$ cat src/design/lru_pkg.sv
package lru_pkg;

  localparam int unsigned NUM_FRAMES = 16;
  localparam int unsigned FRAME_W    = 4;
  localparam int unsigned OCC_W      = $clog2(NUM_FRAMES + 1);

  typedef logic [FRAME_W-1:0] frame_t;
  typedef logic [OCC_W-1:0]   occ_t;

  typedef enum logic [0:0] {
    CMD_ACCESS = 1'b0,
    CMD_EVICT  = 1'b1
  } cmd_e;

  typedef struct packed {
    logic valid;
    logic fill;
    logic tail;
  } cell_ctrl_t;

  typedef struct packed {
    logic   hit;
    frame_t tail;
  } chain_t;

endpackage

$ cat src/design/lru_if.sv
interface lru_cmd_if;
  logic            valid;
  logic            ready;
  lru_pkg::cmd_e   command;
  lru_pkg::frame_t frame;

  modport source (output valid, output command, output frame, input ready);
  modport sink   (input valid, input command, input frame, output ready);
endinterface

interface lru_res_if;
  logic            valid;
  logic            ready;
  lru_pkg::frame_t victim_frame;
  logic            victim_valid;
  logic            stack_empty;

  modport source (output valid, output victim_frame, output victim_valid,
                  output stack_empty, input ready);
  modport sink   (input valid, input victim_frame, input victim_valid,
                  input stack_empty, output ready);
endinterface

$ cat src/design/lru_frame_replacement_unit.sv
// Result: registered, and presented in the cycle after the command is accepted.
// Throughput: one command per cycle while res_o.ready holds; the cell chain resolves
//   a lookup, shift and tail read in a single pass, and a result register decouples.
// Reset: occupancy and result valid clear; frame entries are not reset
//   and become meaningful only as frames are inserted.
module lru_frame_replacement_unit (
  input  logic      clk_i,
  input  logic      rst_ni,
  lru_cmd_if.sink   cmd_i,
  lru_res_if.source res_o
);
  import lru_pkg::*;

  occ_t       occ_q;
  occ_t       occ_d;
  logic       out_valid_q;
  frame_t     victim_frame_q;
  logic       victim_valid_q;
  logic       stack_empty_q;

  logic       accept;
  logic       access;
  logic       evict;
  logic       in_range;
  logic       full;
  logic       empty;
  logic       hit_any;
  logic       update;

  frame_t     entry   [NUM_FRAMES];
  chain_t     chain   [NUM_FRAMES+1];
  cell_ctrl_t ctrl    [NUM_FRAMES];

  assign cmd_i.ready = !out_valid_q || res_o.ready;
  assign accept      = cmd_i.valid && cmd_i.ready;
  assign access      = accept && (cmd_i.command == CMD_ACCESS);
  assign evict       = accept && (cmd_i.command == CMD_EVICT);
  assign in_range    = 32'(cmd_i.frame) < NUM_FRAMES;
  assign full        = occ_q == OCC_W'(NUM_FRAMES);
  assign empty       = occ_q == '0;
  assign hit_any     = chain[NUM_FRAMES].hit;
  assign update      = access && in_range && (hit_any || !full);

  assign chain[0].hit  = 1'b0;
  assign chain[0].tail = '0;

  for (genvar i = 0; i < NUM_FRAMES; i++) begin : g_cell
    assign ctrl[i].valid = OCC_W'(i) < occ_q;
    assign ctrl[i].fill  = OCC_W'(i) == occ_q;
    assign ctrl[i].tail  = OCC_W'(i + 1) == occ_q;

    lru_cell u_cell (
      .clk_i        (clk_i),
      .update_i     (update),
      .frame_i      (cmd_i.frame),
      .ctrl_i       (ctrl[i]),
      .prev_entry_i ((i == 0) ? cmd_i.frame : entry[(i == 0) ? 0 : i - 1]),
      .chain_i      (chain[i]),
      .entry_o      (entry[i]),
      .chain_o      (chain[i+1])
    );
  end

  always_comb begin
    occ_d = occ_q;
    if (update && !hit_any) begin
      occ_d = occ_q + OCC_W'(1);
    end else if (evict && !empty) begin
      occ_d = occ_q - OCC_W'(1);
    end
  end

  always_ff @(posedge clk_i or negedge rst_ni) begin
    if (!rst_ni) begin
      occ_q       <= '0;
      out_valid_q <= 1'b0;
    end else begin
      occ_q <= occ_d;
      if (accept) begin
        out_valid_q <= 1'b1;
      end else if (res_o.ready) begin
        out_valid_q <= 1'b0;
      end
    end
  end

  always_ff @(posedge clk_i) begin
    if (accept) begin
      victim_frame_q <= (evict && !empty) ? chain[NUM_FRAMES].tail : '0;
      victim_valid_q <= evict && !empty;
      stack_empty_q  <= evict && empty;
    end
  end

  assign res_o.valid        = out_valid_q;
  assign res_o.victim_frame = victim_frame_q;
  assign res_o.victim_valid = victim_valid_q;
  assign res_o.stack_empty  = stack_empty_q;

endmodule

$ cat src/design/lru_cell.sv
module lru_cell (
  input  logic                clk_i,
  input  logic                update_i,
  input  lru_pkg::frame_t     frame_i,
  input  lru_pkg::cell_ctrl_t ctrl_i,
  input  lru_pkg::frame_t     prev_entry_i,
  input  lru_pkg::chain_t     chain_i,
  output lru_pkg::frame_t     entry_o,
  output lru_pkg::chain_t     chain_o
);
  import lru_pkg::*;

  frame_t entry_q;
  frame_t entry_d;
  logic   own_hit;
  logic   load;

  assign own_hit = ctrl_i.valid && (entry_q == frame_i);
  assign load    = update_i && !chain_i.hit && (ctrl_i.valid || ctrl_i.fill);

  always_comb begin
    entry_d = entry_q;
    if (load) begin
      entry_d = prev_entry_i;
    end
  end

  always_ff @(posedge clk_i) begin
    entry_q <= entry_d;
  end

  assign entry_o      = entry_q;
  assign chain_o.hit  = chain_i.hit || own_hit;
  assign chain_o.tail = ctrl_i.tail ? entry_q : chain_i.tail;

endmodule
$ cat src/flat_wrapper.sv
// flat-port wrapper written by rule: the top's interface ports become plain ports
module lru_frame_replacement_unit_flat import lru_pkg::*;
  (clk_i, rst_ni, cmd_i_valid, cmd_i_command, cmd_i_frame, cmd_i_ready, res_o_valid, res_o_victim_frame, res_o_victim_valid, res_o_stack_empty, res_o_ready);
  lru_cmd_if cmd_i_i ();
  lru_res_if res_o_i ();
  input  logic clk_i;
  input  logic rst_ni;
  input wire logic [$bits(cmd_i_i.valid)-1:0] cmd_i_valid;
  input wire logic [$bits(cmd_i_i.command)-1:0] cmd_i_command;
  input wire logic [$bits(cmd_i_i.frame)-1:0] cmd_i_frame;
  output wire logic [$bits(cmd_i_i.ready)-1:0] cmd_i_ready;
  output wire logic [$bits(res_o_i.valid)-1:0] res_o_valid;
  output wire logic [$bits(res_o_i.victim_frame)-1:0] res_o_victim_frame;
  output wire logic [$bits(res_o_i.victim_valid)-1:0] res_o_victim_valid;
  output wire logic [$bits(res_o_i.stack_empty)-1:0] res_o_stack_empty;
  input wire logic [$bits(res_o_i.ready)-1:0] res_o_ready;
  assign cmd_i_i.valid = cmd_i_valid;
  assign cmd_i_i.command = cmd_i_command;
  assign cmd_i_i.frame = cmd_i_frame;
  assign cmd_i_ready = cmd_i_i.ready;
  assign res_o_valid = res_o_i.valid;
  assign res_o_victim_frame = res_o_i.victim_frame;
  assign res_o_victim_valid = res_o_i.victim_valid;
  assign res_o_stack_empty = res_o_i.stack_empty;
  assign res_o_i.ready = res_o_ready;
  lru_frame_replacement_unit u_core (.clk_i(clk_i), .rst_ni(rst_ni), .cmd_i(cmd_i_i), .res_o(res_o_i));
endmodule
$ cat config.mk
export PLATFORM = sky130hd
export DESIGN_NAME = lru_frame_replacement_unit_flat
export DESIGN_NICKNAME = d
export VERILOG_FILES = /design/src/design/lru_pkg.sv /design/src/design/lru_if.sv /design/src/design/lru_frame_replacement_unit.sv /design/src/design/lru_cell.sv /design/src/flat_wrapper.sv
export SDC_FILE = /design/constraint.sdc
export NUM_CORES = 1
export LEC_CHECK = 0
export ABC_CLOCK_PERIOD_IN_PS = 3320
export CORE_UTILIZATION = 50
export DETAILED_ROUTE_END_ITERATION = 8
export DONT_BUFFER_PORTS = 1
export PLACE_DENSITY = 0.68
export SYNTH_ARGS = -nofsm -noshare
export SYNTH_HDL_FRONTEND = slang
export SYNTH_SLANG_ARGS = --single-unit
$ cat constraint.sdc
create_clock -name clk_i -period 3.32 [get_ports clk_i]
set_input_delay 0.664 -clock clk_i [delete_from_list [all_inputs] [get_ports clk_i]]
set_output_delay 0.664 -clock clk_i [all_outputs]
set_load 0.005 [all_outputs]
Word level (Yosys, flattened, before mapping). Index checks and enable logic that the tools add are counted.

$add $sub $neg: 2. Magnitude comparators: 16. Eq/ne operators: 33. Mux-type cells: 20. Bitwise gates (word level): 1. Reduce and logical (&&, ||, !) cells: 109.

Operators with widths (number): equality test 4 bit (16); 2-to-1 mux 4 bit (16); logical AND 1 bit (54); equality test 4 x 5 -> 1 bit, first input constant (8); < comparator 4 x 5 -> 1 bit, first input constant (8); logical OR 1 bit (33); equality test 3 x 5 -> 1 bit, first input constant (4); < comparator 3 x 5 -> 1 bit, first input constant (4); logical NOT 1 bit (19); equality test 2 x 5 -> 1 bit, first input constant (2); < comparator 1 x 5 -> 1 bit, first input constant (2); < comparator 2 x 5 -> 1 bit, first input constant (2); 2-to-1 mux 5 bit (2); adder 5 x 1 -> 5 bit, second input constant (1); equality test 1 x 5 -> 1 bit, first input constant (1); equality test 5 bit, first input constant (1); equality test 5 bit, second input constant (1); logical NOT 5 bit (1); subtractor 5 x 1 -> 5 bit, second input constant (1); nonzero test 2 bit (2); 2-to-1 mux 1 bit (2); inverter 1 bit (1).

Flip-flop bits (word level): 76. Input bits: 9. Logic and storage cells: 202.

Depth between registers and ports, before layout. Gate-level depths: netlist of run 1.

Word-level depth: 21. Gate-level depth with buffers: 12.

By module. From an unflattened synthesis of run 1, not the netlist that was laid out.

Cells, all modules: 362. Area, all modules: 4525.6 um2.

By module, submodules not included: lru_cell (instances 16, cells an instance 16, area each 225.2 um2, sequential area each 120.1 um2); lru_frame_replacement_unit (instances 1, cells an instance 106, area each 922.1 um2, sequential area each 330.3 um2).

Least setup slack after synthesis of run 1. No wires, ideal clock.

Path kind: register to register. Start: reg u_core.occ_q[1]. End: reg u_core.g_cell[13].u_cell.entry_q[0] (enable). Setup time: 0.361 ns. Data arrival time: 2.803 ns. Data required time: 2.959 ns. Slack: 0.156 ns. Cell stages (with the launch flop): 11. Clock period less this slack: 3.164 ns. Cells stage by stage: dfrtp_1 > buf_6 > clkbuf_1 > inv_1 > ha_1 > o21ai_0 > a22o_1 > or4_1 > a31o_2 > or3_4 > nor3_1.

Cells in the longest elaborated chain, start to end: 21.

RTL lines: start: declaration (RTL line lru_frame_replacement_unit.sv:14) `occ_t occ_q;`; start signal: assignment (RTL line lru_frame_replacement_unit.sv:75) `occ_q <= '0;`; start signal: assignment (RTL line lru_frame_replacement_unit.sv:78) `occ_q <= occ_d;`; < comparator 1 x 5 -> 1 bit (RTL line lru_frame_replacement_unit.sv:48) `assign ctrl[i].valid = OCC_W'(i) < occ_q;`; logical AND 1 bit (RTL line lru_cell.sv:18) `assign own_hit = ctrl_i.valid && (entry_q == frame_i);`; logical OR 1 bit (15 in series) (RTL line lru_cell.sv:33) `assign chain_o.hit = chain_i.hit || own_hit;`; logical OR 1 bit (RTL line lru_frame_replacement_unit.sv:42) `assign update = access && in_range && (hit_any || !full);`; logical AND 1 bit (RTL line lru_frame_replacement_unit.sv:42); logical AND 1 bit (RTL line lru_cell.sv:19) `assign load = update_i && !chain_i.hit && (ctrl_i.valid || ctrl_i.fill);`; logical AND 1 bit * (RTL line lru_cell.sv:19); via u_core.g_cell[13].u_cell.load (RTL line lru_cell.sv:16) `logic load;`; end signal: assignment (RTL line lru_cell.sv:29) `entry_q <= entry_d;`; end: declaration (RTL line lru_cell.sv:13) `frame_t entry_q;`.

Mark *: on every way through the listed nets, which the timed path passes. The rest lies on a longest branch. A chain may end at the register's enable or synchronous reset.

Worst setup path after layout of run 1.
Start: reg u_core.occ_q[2]. End: reg u_core.g_cell[5].u_cell.entry_q[0] (enable).

Cells in the longest elaborated chain, start to end: 21.

RTL lines (RTL line): < comparator 1 x 5 -> 1 bit (lru_frame_replacement_unit.sv:48); logical AND 1 bit (lru_cell.sv:18); logical OR 1 bit (15 in series) (lru_cell.sv:33); logical OR 1 bit (lru_frame_replacement_unit.sv:42); logical AND 1 bit (lru_frame_replacement_unit.sv:42); logical AND 1 bit (lru_cell.sv:19); logical AND 1 bit * (lru_cell.sv:19); via u_core.g_cell[5].u_cell.load (lru_cell.sv:16); end signal: assignment (lru_cell.sv:29); end: declaration (lru_cell.sv:13).

Marks and branches as above.

==> out/metrics.yaml, run 1 <==
rsz0062_at_grt: "no"
worst_pin_slew_ns: 0.746
grt-ovfl-total: 0
p_leak_nw: 1.62
vias_per_cell: 6.34
met2RoutedLength_mm: 4.95
synth-edff-count: 70
grt_util_all_layers_pct: 26.4
n_antenna_cell: 0
worst-r2r-cell-count: 9
finish.utilization_pct: 56.4
setup_tns_ns: 0
cp-end-kind: "register"
highest_layer: "met4"
relSlewSlack_pct: 49.0
timing.rr.start: "u_core.occ_q[2]$_DFFE_PN0P_"
p_sw_share_pct: 37.9
switchingPower_mw: 1.37
timing.final.crit_share_pct: 94.6
comb_power_share_pct: 39.9
io_buffers: 0
syn_nets: 437
drive_gt1_share_pct: 11.3
routed-wl-met3_um: 920
async_flop_share_pct: 7.89
die_w_um: 96.3
critPathRequiredTime_ns: 3.39
drtAntennaViolNets: 0
cts-root-buf: "clkbuf_8"
routabilityCongestion: 0.937
cp_max_fo: 17
fmax_ghz: 0.318
cp_cell_sequence: "buf_4, and2_1, a21oi_1, o22ai_1, nor3_1, a41o_1, or3_1, nor3b_1, buf_4"
antenna_found_initial: 0
drtIter0Drc: 287
slew_viol_final: 0
grt_pass1_wl_mm: 17.7
std_cell_rows: 34
synth_area_leader_cell: "edfxtp_1"
min-delay-path-class: "in -> reg"
vias: 3479
synth_flop_cell: "edfxtp_1"
yosys_warnings: 0
hold_depth: 0
area_growth_pct: 9.98
cp_data_arrival_time_ns: 3.21
path_clk_slew_ns: 0.09
pin_count: 17
skew_ns: 0.0192
crit_top_cell: "buf_4"
fp.dieArea_mm2: 0.00928
reg2reg_to: "u_core.g_cell[5].u_cell.entry_o[0]$_DFFE_PP_"
clock-sinks: 76
yosysSeqAreaShare_pct: 50.6
m1WireLength_mm: 5.09
yosys-top-cells-area: "edfxtp_1, xnor2_1, xor2_1"
drv_cap: 0
cp_slowest_cell: "dfrtp_1"
drcViolationCount: 0
ys_top_cells_by_count: "edfxtp_1, xnor2_1, nand2_1"
crit_type: "reg -> reg"
yosys_register_bits: 76
routed_wl_mm: 11.1
status: "finished, final reports clean"
cts.path.max_buffers: 2
cts_made_buffers: 9
pwr-share-clk_pct: 23.0
syn_inst: 423
seq_power_share_pct: 37.2
ctsHtreeMaxLevel: 3
layout.nets: 450
yosysMostFrequentCell: "edfxtp_1"
dpl.hpwl_mm: 8.03
finalSetupViolCount: 0
wl_per_cell_um: 20.3
cpPeakStageDelay_ns: 0.52
cp-start-kind: "register"
crit_start: "u_core.occ_q[2]$_DFFE_PN0P_"
fill_cells: 774
first_pass_iters: 6
fp.coreArea_mm2: 0.00868
syn_area_mm2: 0.00445
tritoncts: "built"
ir_drop_mv: 0.311
min_period_ns: 3.14
start_util_pct: 51.3
synth_top_area_share_pct: 47.2
clock_latency_ns: 0.36
final_hold_viol_count: 0
ys_types: 55
grt_pass1_vias: 3223
syn_avg_cell_area_um2: 10.5
r2r_slack_ns: 0.18
postCtsSetupRepairBufs: 0
endpoint: "u_core.g_cell[5].u_cell.entry_o[0]$_DFFE_PP_"
power.internal_mw: 2.25
power_density_mw_per_mm2: 739
fp.dieH_um: 96.3
grt_max_degree: 19
==> worst max-delay path: cells and delay by family (launching register included) <==
family	cells	cell delay [ns]
buffers and inverters	2	0.46
flip-flops	1	0.52
AO/OA/AOI/OAI	3	0.84
AND/OR/NAND/NOR	4	1.03
==> cells in the final DEF, fill, tap and decap left out, types with 3 or more instances in the layout <==
master     netlist  routed
a211oi_1         7       7
a21oi_1         21      21
a31oi_1          8       8
and3_1           3       3
buf_4            0      23
bufinv_16        0       3
clkbuf_8         0       9
dfrtp_1          6       6
edfxtp_1        70      70
ha_1             5       5
inv_1            9       9
nand2_1         36      36
nand2b_1         3       3
nand3_1         14      14
nand3b_1         6       6
nand4_1         11      11
nor2_1          30      30
nor2b_1          3       3
nor3_1          11      11
nor3b_1          7       7
nor4_1           7       7
o211ai_1         5       5
o21ai_0         23      23
o22ai_1          5       5
or2_2            4       4
xnor2_1         47      47
xor2_1          20      20
==> worst min-delay path by stage <==
stage | from | endpoint | slack, ns
CTS | cmd_i_frame[1] | u_core.g_cell[0].u_cell.entry_o[1]$_DFFE_PP_ | 0.38
floorplan | rst_ni | u_core.occ_q[0]$_DFFE_PN0P_ | 0.37
global placement | rst_ni | u_core.occ_q[3]$_DFFE_PN0P_ | 0.37
global route | cmd_i_frame[1] | u_core.g_cell[0].u_cell.entry_o[1]$_DFFE_PP_ | 0.37
finish | cmd_i_frame[1] | u_core.g_cell[0].u_cell.entry_o[1]$_DFFE_PP_ | 0.40
detailed placement | rst_ni | u_core.occ_q[3]$_DFFE_PN0P_ | 0.37
==> power by group through the flow <==
stage	clock (mW)	sequential, mW	combinational (mW)
floorplan	0	1.29	1.02
CTS	0.839	1.34	1.40
global route	0.882	1.36	1.56
global placement	0	1.35	1.38
detailed placement	0	1.36	1.38
finish	0.831	1.34	1.44
==> cell families (layout without fill, tap and decap cells) <==
group	Yosys count	count (layout)	synth area share (%)
xor+xnor	67	67	13.2
fa+ha+maj	5	5	1.41
buf+inv	31	49	3.26
simple gates	147	147	17.1
compound gates	97	97	14.4
flops	76	76	50.6
==> per-layer routing <==
layer  up-vias  global-route usage, %
met4         0                   7.35
met3        13                   5.45
met1      1699                   38.8
met5         -                      0
met2       170                   39.2
li1       1597                      -
==> flip-flops by register name, indices dropped and copies added (netlist names) <==
| name | flops |
|---|---|
| u_core.res_o.victim_valid | 1 |
| u_core.res_o.victim_frame | 4 |
| u_core.occ_q | 5 |
| u_core.res_o.valid | 1 |
| u_core.res_o.stack_empty | 1 |
| u_core.g_cell.u_cell.entry_o | 64 |
==> per-stage QoR <==
stage | std cells | setup slack (ns) | power [mW] | hold slack, ns | instance area (um^2)
3_3_place_gp | 532 | 0.289 | 2.74 | 0.369 | 4650
4_1_cts | 549 | 0.182 | 3.58 | 0.384 | 4890
2_1_floorplan | 423 | 0.156 | 2.31 | 0.368 | 4450
5_1_grt | 549 | 0.0195 | 3.81 | 0.375 | 4890
3_5_place_dp | 532 | 0.228 | 2.74 | 0.369 | 4650
6_report | 549 | 0.179 | 3.62 | 0.397 | 4890
==> timing repair <==
item	CTS	global route
endpoints found under the hold margin	6	0
resized for setup	0	1
endpoints found under the setup margin	0	4
hold buffers	1	0
==> cell type report <==
type | instances | area (um^2) | area share, %
tap | 108 | 135 | 2.76
clock buffer | 11 | 131 | 2.68
inverter | 9 | 33.8 | 0.690
clock inverter | 5 | 100 | 2.05
timing repair buffer | 24 | 183 | 3.73
sequential | 76 | 2250 | 46.0
multi-input combinational | 316 | 2060 | 42.1
Note: power is estimated with default switching activity, not from simulation.
==> inputs of run 2 (changes only) <==
--- a/config.mk
+++ b/config.mk
@@ -10,6 +10,8 @@
 export DETAILED_ROUTE_END_ITERATION = 8
 export DONT_BUFFER_PORTS = 1
 export PLACE_DENSITY = 0.68
+export SKIP_CTS_REPAIR_TIMING = 1
 export SYNTH_ARGS = -nofsm -noshare
 export SYNTH_HDL_FRONTEND = slang
+export SYNTH_HIERARCHICAL = 1
 export SYNTH_SLANG_ARGS = --single-unit
==> out/metrics.yaml, run 2 <==
ys_top_cells_by_count: "edfxtp_1, mux2_2, xor2_1"
drcViolationCount: 0
clock_latency_ns: 0.36
grt_max_degree: 18
grt-ovfl-total: 0
critPathBufInv: 1
timing.final.crit_share_pct: 163
drtIter0Drc: 152
crit_family: "multiplexers"
vias: 3086
power_density_mw_per_mm2: 705
hold-worst-slack_ns: 0.398
timing.rr.start: "u_core/occ_q[1]$_DFFE_PN0P_"
comb_power_share_pct: 50.2
clock-sinks: 76
cpPeakStageDelay_ns: 0.43
start_util_pct: 51.9
vias_per_cell: 5.49
path_clk_slew_ns: 0.09
path_depth: 20
fill_cells: 674
multi_input_area_mm2: 0.00237
hold_depth: 0
grt_pass1_vias: 3285
status: "finished with violations"
p_leak_nw: 2.10
relSlewSlack_pct: 58.0
drive_gt1_share_pct: 40.3
yosysMostFrequentCell: "edfxtp_1"
final_common_cell: "buf_4"
synth_area_leader_cell: "edfxtp_1"
area_growth_pct: 23.8
grt_util_all_layers_pct: 22.9
p_sw_share_pct: 33.2
yosys-top-cells-area: "edfxtp_1, mux2_2, xor2_1"
min_period_ns: 5.42
rsz0062_at_grt: "yes"
finalSetupViolCount: 73
die_w_um: 97.1
crit_top_cell: "mux2_2"
std_cell_rows: 34
io_buffers: 0
pwr-share-clk_pct: 18.9
switchingPower_mw: 1.31
drtAntennaViolNets: 0
mostFrequentLayoutCells: "buf_4, edfxtp_1, mux2_2, xor2_1, nor2_1"
fp.coreArea_mm2: 0.00872
tritoncts: "built"
worst-r2r-cell-count: 20
worst_pin_slew_ns: 0.629
ys_types: 34
yosys_register_bits: 76
regArea_mm2: 0.00225
crit_start: "u_core/occ_q[1]$_DFFE_PN0P_"
layout.nets: 463
ir_drop_mv: 0.312
cp-end-kind: "register"
antenna_found_initial: 0
cp_data_arrival_time_ns: 5.54
wl_per_cell_um: 18.4
yosys_warnings: 6
grt_pass1_wl_mm: 16.7
skew_ns: 0.00836
slew_viol_final: 0
synth_flop_cell: "edfxtp_1"
n_antenna_cell: 0
cts.path.max_buffers: 2
yosysSeqAreaShare_pct: 49.8
min-delay-path-class: "in -> reg"
cp_max_fo: 6
syn_avg_cell_area_um2: 12.5
fp.dieArea_mm2: 0.00944
final_hold_viol_count: 0
endpoint: "u_core/res_o.victim_frame[2]$_SDFFCE_PN0N_"
fmax_ghz: 0.185
ctsHtreeMaxLevel: 3
cp-start-kind: "register"
reg2reg_to: "u_core/res_o.victim_frame[2]$_SDFFCE_PN0N_"
cts-root-buf: "clkbuf_8"
crit_type: "reg -> reg"
synth-edff-count: 70
first_pass_iters: 4
seq_power_share_pct: 30.9
total_power_mw: 3.95
finalWorstSetupSlack_ns: -2.10
critPathRequiredTime_ns: 3.44
violations: "negative setup slack"
r2r_slack_ns: -2.10
power.internal_mw: 2.64
dpl.hpwl_mm: 7.54
async_flop_share_pct: 7.89
cp_slowest_cell: "dfrtp_2"
syn_area_mm2: 0.00453
routed_wl_mm: 10.4
largest_reg_flops: 64
synth_top_area_share_pct: 46.4
drv_cap: 0
cts_made_buffers: 9
cp_cell_sequence: "inv_4, ha_2, and2_4, mux2_2, mux2_4, mux2_2, mux2_2, mux2_2, mux2_4, mux2_4, mux2_4, mux2_4, mux2_4, mux2_2, mux2_2, mux2_2, mux2_2, mux2_2, mux2_2, and2_1"
routabilityCongestion: 0.814
syn_inst: 362
fp.dieH_um: 97.1
pin_count: 17
## run 2: cell count changes after synthesis, moves of 13 or more
cell | before | now
mux2_2 | 0 | 64
xor2_1 | 20 | 49
xnor2_1 | 47 | 19
nand2_1 | 36 | 10
o21ai_0 | 23 | 2
a21oi_1 | 21 | 2
a31o_1 | 0 | 16
nand3_1 | 14 | 1
nor3b_1 | 7 | 20
## run 2: cell type report
class,count,area share (%)
inverters,8,0.581
multi-input cells,276,42.4
flip-flops and latches,76,40.2
well taps,108,2.41
clock inverters,6,1.27
repair buffers,78,10.7
clock buffers,10,2.46
## run 2: cells by family after synthesis
kind of cell,count (synthesis),synth area share [%]
simple gates,102,12.2
fa+ha+maj,5,1.38
buf+inv,15,1.58
compound gates,31,5.89
xor+xnor,68,13.2
other cells,1,0.0829
flops,76,49.8
mux,64,15.9
## run 2: metal layers
| metal | vias to the layer above | wire length [um] | GRT usage (%) | part of all wire [%] |
|---|---|---|---|---|
| met5 | - | 0 | 0 | 0 |
| met4 | 0 | 210 | 10.6 | 2.0 |
| met3 | 19 | 276 | 3.60 | 2.7 |
| met2 | 55 | 5440 | 40.1 | 53 |
| met1 | 1516 | 4420 | 27.5 | 43 |
| li1 | 1496 | - | - | - |
## run 2: worst min-delay path by stage
stage              startpoint                                      endpoint  slack [ns]
2_1_floorplan          rst_ni                   u_core/occ_q[0]$_DFFE_PN0P_        0.37
3_3_place_gp           rst_ni                u_core/res_o.valid$_DFFE_PN0P_        0.37
3_5_place_dp           rst_ni                   u_core/occ_q[2]$_DFFE_PN0P_        0.37
4_1_cts                rst_ni                   u_core/occ_q[4]$_DFFE_PN0P_       -0.03
5_1_grt        cmd_i_frame[0]  u_core/g_cell[0].u_cell/entry_o[0]$_DFFE_PP_        0.38
6_report       cmd_i_frame[1]  u_core/g_cell[0].u_cell/entry_o[1]$_DFFE_PP_        0.40
## run 2: power by group through the flow
stage                     registers (mW)  logic (mW)  clock network (mW)
after global routing                1.23        2.14               0.806
after detailed placement            1.24        1.80                   0
after global placement              1.24        1.76                   0
final                               1.22        1.98               0.745
after floorplan                     1.21        1.23                   0
after CTS                           1.22        1.82               0.767
## run 2: per-stage QoR
stage,util [%],area (um^2),setup TNS [ns],std cells,setup WS [ns]
floorplan,-,4580,-95.79,367,-1.95
global placement,59.3,5170,-130.41,536,-2.10
detailed placement,59.3,5170,-135.27,536,-2.09
CTS,61.7,5380,-139.09,552,-2.15
global route,64.2,5600,-150.86,562,-2.22
finish,64.2,5600,-136.06,562,-2.10
==> inputs of run 3 (changes only) <==
--- a/config.mk
+++ b/config.mk
@@ -5,6 +5,7 @@
 export SDC_FILE = /design/constraint.sdc
 export NUM_CORES = 1
 export LEC_CHECK = 0
+export ABC_AREA = 1
 export ABC_CLOCK_PERIOD_IN_PS = 3320
 export CORE_UTILIZATION = 50
 export DETAILED_ROUTE_END_ITERATION = 8
==> out/metrics.yaml, run 3 <==
status: "finished with violations"
violations: "design-rule violations, negative setup slack"
grt_max_degree: 34
fp.dieH_um: 102
grt_pass1_wl_mm: 18.0
final_common_cell: "nand2_1"
largest_reg_flops: 64
p_sw_share_pct: 38.5
switchingPower_mw: 1.63
critPathRequiredTime_ns: 3.43
drtAntennaViolNets: 0
hold-worst-slack_ns: 0.410
comb_power_share_pct: 55.8
final_hold_viol_count: 0
p_leak_nw: 2.99
path_clk_slew_ns: 0.08
io_buffers: 0
dpl.hpwl_mm: 8.46
min_period_ns: 5.28
cts_made_buffers: 9
drtIter0Drc: 208
syn_inst: 662
first_pass_iters: 7
clock_latency_ns: 0.35
syn_avg_cell_area_um2: 7.56
layout.nets: 777
synth_area_leader_cell: "edfxtp_1"
cts.path.max_buffers: 2
die_w_um: 102
crit_type: "reg -> reg"
grt_util_all_layers_pct: 22.2
power.internal_mw: 2.61
ctsHtreeMaxLevel: 3
cp_max_fo: 5
slew_viol_final: 0
clock-sinks: 76
fp.dieArea_mm2: 0.0104
vias_per_cell: 4.90
worst_pin_slew_ns: 0.561
yosysSeqAreaShare_pct: 45.0
timing.final.crit_share_pct: 159
power_density_mw_per_mm2: 688
ir_drop_mv: 0.266
finalInstanceArea_mm2: 0.00617
grt_pass1_vias: 4127
yosys_warnings: 6
relSlewSlack_pct: 62.5
fmax_ghz: 0.190
synth-edff-count: 70
pwr-share-clk_pct: 15.8
routabilityCongestion: 0.873
cp-end-kind: "register"
ys_top_cells_by_count: "nand2_1, nor2_1, inv_1"
rsz0062_at_grt: "yes"
finalWorstSetupSlack_ns: -1.96
synth_top_area_share_pct: 42.0
std_cell_rows: 36
finalSetupViolCount: 73
syn_area_mm2: 0.00500
grt-ovfl-total: 0
drv_cap: 0
pin_count: 17
yosysMostFrequentCell: "nand2_1"
yosys_register_bits: 76
wl_per_cell_um: 12.4
cp-start-kind: "register"
start_util_pct: 51.4
async_flop_share_pct: 7.89
area_growth_pct: 23.3
tritoncts: "built"
placed_area_mm2: 0.00590
synth_flop_cell: "edfxtp_1"
n_antenna_cell: 0
mostFrequentLayoutCells: "nand2_1, inv_1, nor2_1, buf_4, edfxtp_1"
ys_types: 28
routed_wl_mm: 11.2
min-delay-path-class: "in -> reg"
fp.coreArea_mm2: 0.00973
yosys-top-cells-area: "edfxtp_1, nand2_1, nor2_1"
finish.utilization_pct: 63.4
skew_ns: 0.00931
drive_gt1_share_pct: 22.0
cp_data_arrival_time_ns: 5.39
antenna_found_initial: 0
cts-root-buf: "clkbuf_8"
vias: 4414
drcViolationCount: 1
seq_power_share_pct: 28.4
-- run 3: cell types whose count changed after synthesis, moves of 6 or more --
| cell | before | now |
|---|---|---|
| inv_1 | 8 | 115 |
| nand3_1 | 1 | 26 |
| mux2_4 | 0 | 16 |
| xnor2_1 | 19 | 2 |
| nand2_1 | 10 | 171 |
| a21oi_1 | 2 | 49 |
| nor3b_1 | 20 | 0 |
| and2_1 | 6 | 0 |
| mux2_2 | 64 | 0 |
| nor3_1 | 21 | 1 |
| o21ai_0 | 2 | 37 |
| nor2_1 | 28 | 121 |
| xor2_1 | 49 | 17 |
| a31o_1 | 16 | 0 |
-- run 3: layout make-up --
| class | instances | area (um^2) |
|---|---|---|
| Clock inverter | 1 | 5.00 |
| Inverter | 121 | 463 |
| Fill cell | 893 | 3560 |
| Multi-Input combinational cell | 467 | 2410 |
| Clock buffer | 15 | 186 |
| Sequential cell | 76 | 2260 |
| Tap cell | 133 | 166 |
| Timing Repair Buffer | 88 | 678 |
-- run 3: critical path: stages, from the launching register on --
cell and delay (ns):
dfrtp_2 0.46, ha_4 0.18, inv_4 0.06, nor2_4 0.04
mux2_4 0.28, mux2_4 0.27, mux2_4 0.26, mux2_4 0.26
mux2_4 0.26, mux2_4 0.26, mux2_4 0.26, mux2_4 0.26
mux2_4 0.26, mux2_4 0.26, mux2_4 0.26, mux2_4 0.26
mux2_4 0.27, mux2_4 0.26, mux2_4 0.26, mux2_4 0.27
inv_2 0.04, nor2_1 0.03
-- run 3: cell families after synthesis --
kind of cell / synth area share (%)
simple gates: 27.0
fa+ha+maj: 1.25
buf+inv: 9.40
compound gates: 9.20
xor+xnor: 3.33
other cells: 0.0749
flops: 45.0
mux: 4.80
-- run 3: worst paths after layout --
path,slack (ns),to,cells past startpoint,from
max,-1.96,u_core/res_o.victim_frame[2]$_SDFFCE_PN0N_,21,u_core/occ_q[0]$_DFFE_PN0P_
min,0.41,u_core/g_cell[0].u_cell/entry_o[1]$_DFFE_PP_,0,cmd_i_frame[1]
max reg2reg,-1.96,u_core/res_o.victim_frame[2]$_SDFFCE_PN0N_,21,u_core/occ_q[0]$_DFFE_PN0P_
min reg2reg,0.46,u_core/g_cell[8].u_cell/entry_o[3]$_DFFE_PP_,0,u_core/g_cell[7].u_cell/entry_o[3]$_DFFE_PP_
max in group asynchronous,2.45,u_core/occ_q[0]$_DFFE_PN0P_,1,rst_ni
min in group asynchronous,0.62,u_core/occ_q[3]$_DFFE_PN0P_,1,rst_ni
-- run 3: power by group through the flow --
stage | Combinational, mW | Sequential, mW | Clock, mW
detailed placement | 2.31 | 1.23 | 0
global route | 2.65 | 1.22 | 0.741
floorplan | 1.56 | 1.22 | 0
CTS | 2.32 | 1.20 | 0.695
global placement | 2.29 | 1.22 | 0
finish | 2.37 | 1.20 | 0.671
-- run 3: metal layers --
metal	share of wire [%]	global-route usage, %
met1	45	26.4
met2	51	40.1
met3	2.9	4.04
met4	1.3	8.02
met5	0	0
-- run 3: through the flow --
step                      setup TNS (ns)  std cells  power [mW]  setup WS (ns)
after floorplan                   -29.27        667        2.78          -1.95
after global placement            -48.51        881        3.51          -1.94
after detailed placement          -51.61        881        3.54          -2.00
after CTS                         -53.22        897        4.22          -2.00
after global routing              -83.14        901        4.60          -2.07
final                             -47.34        901        4.25          -1.96
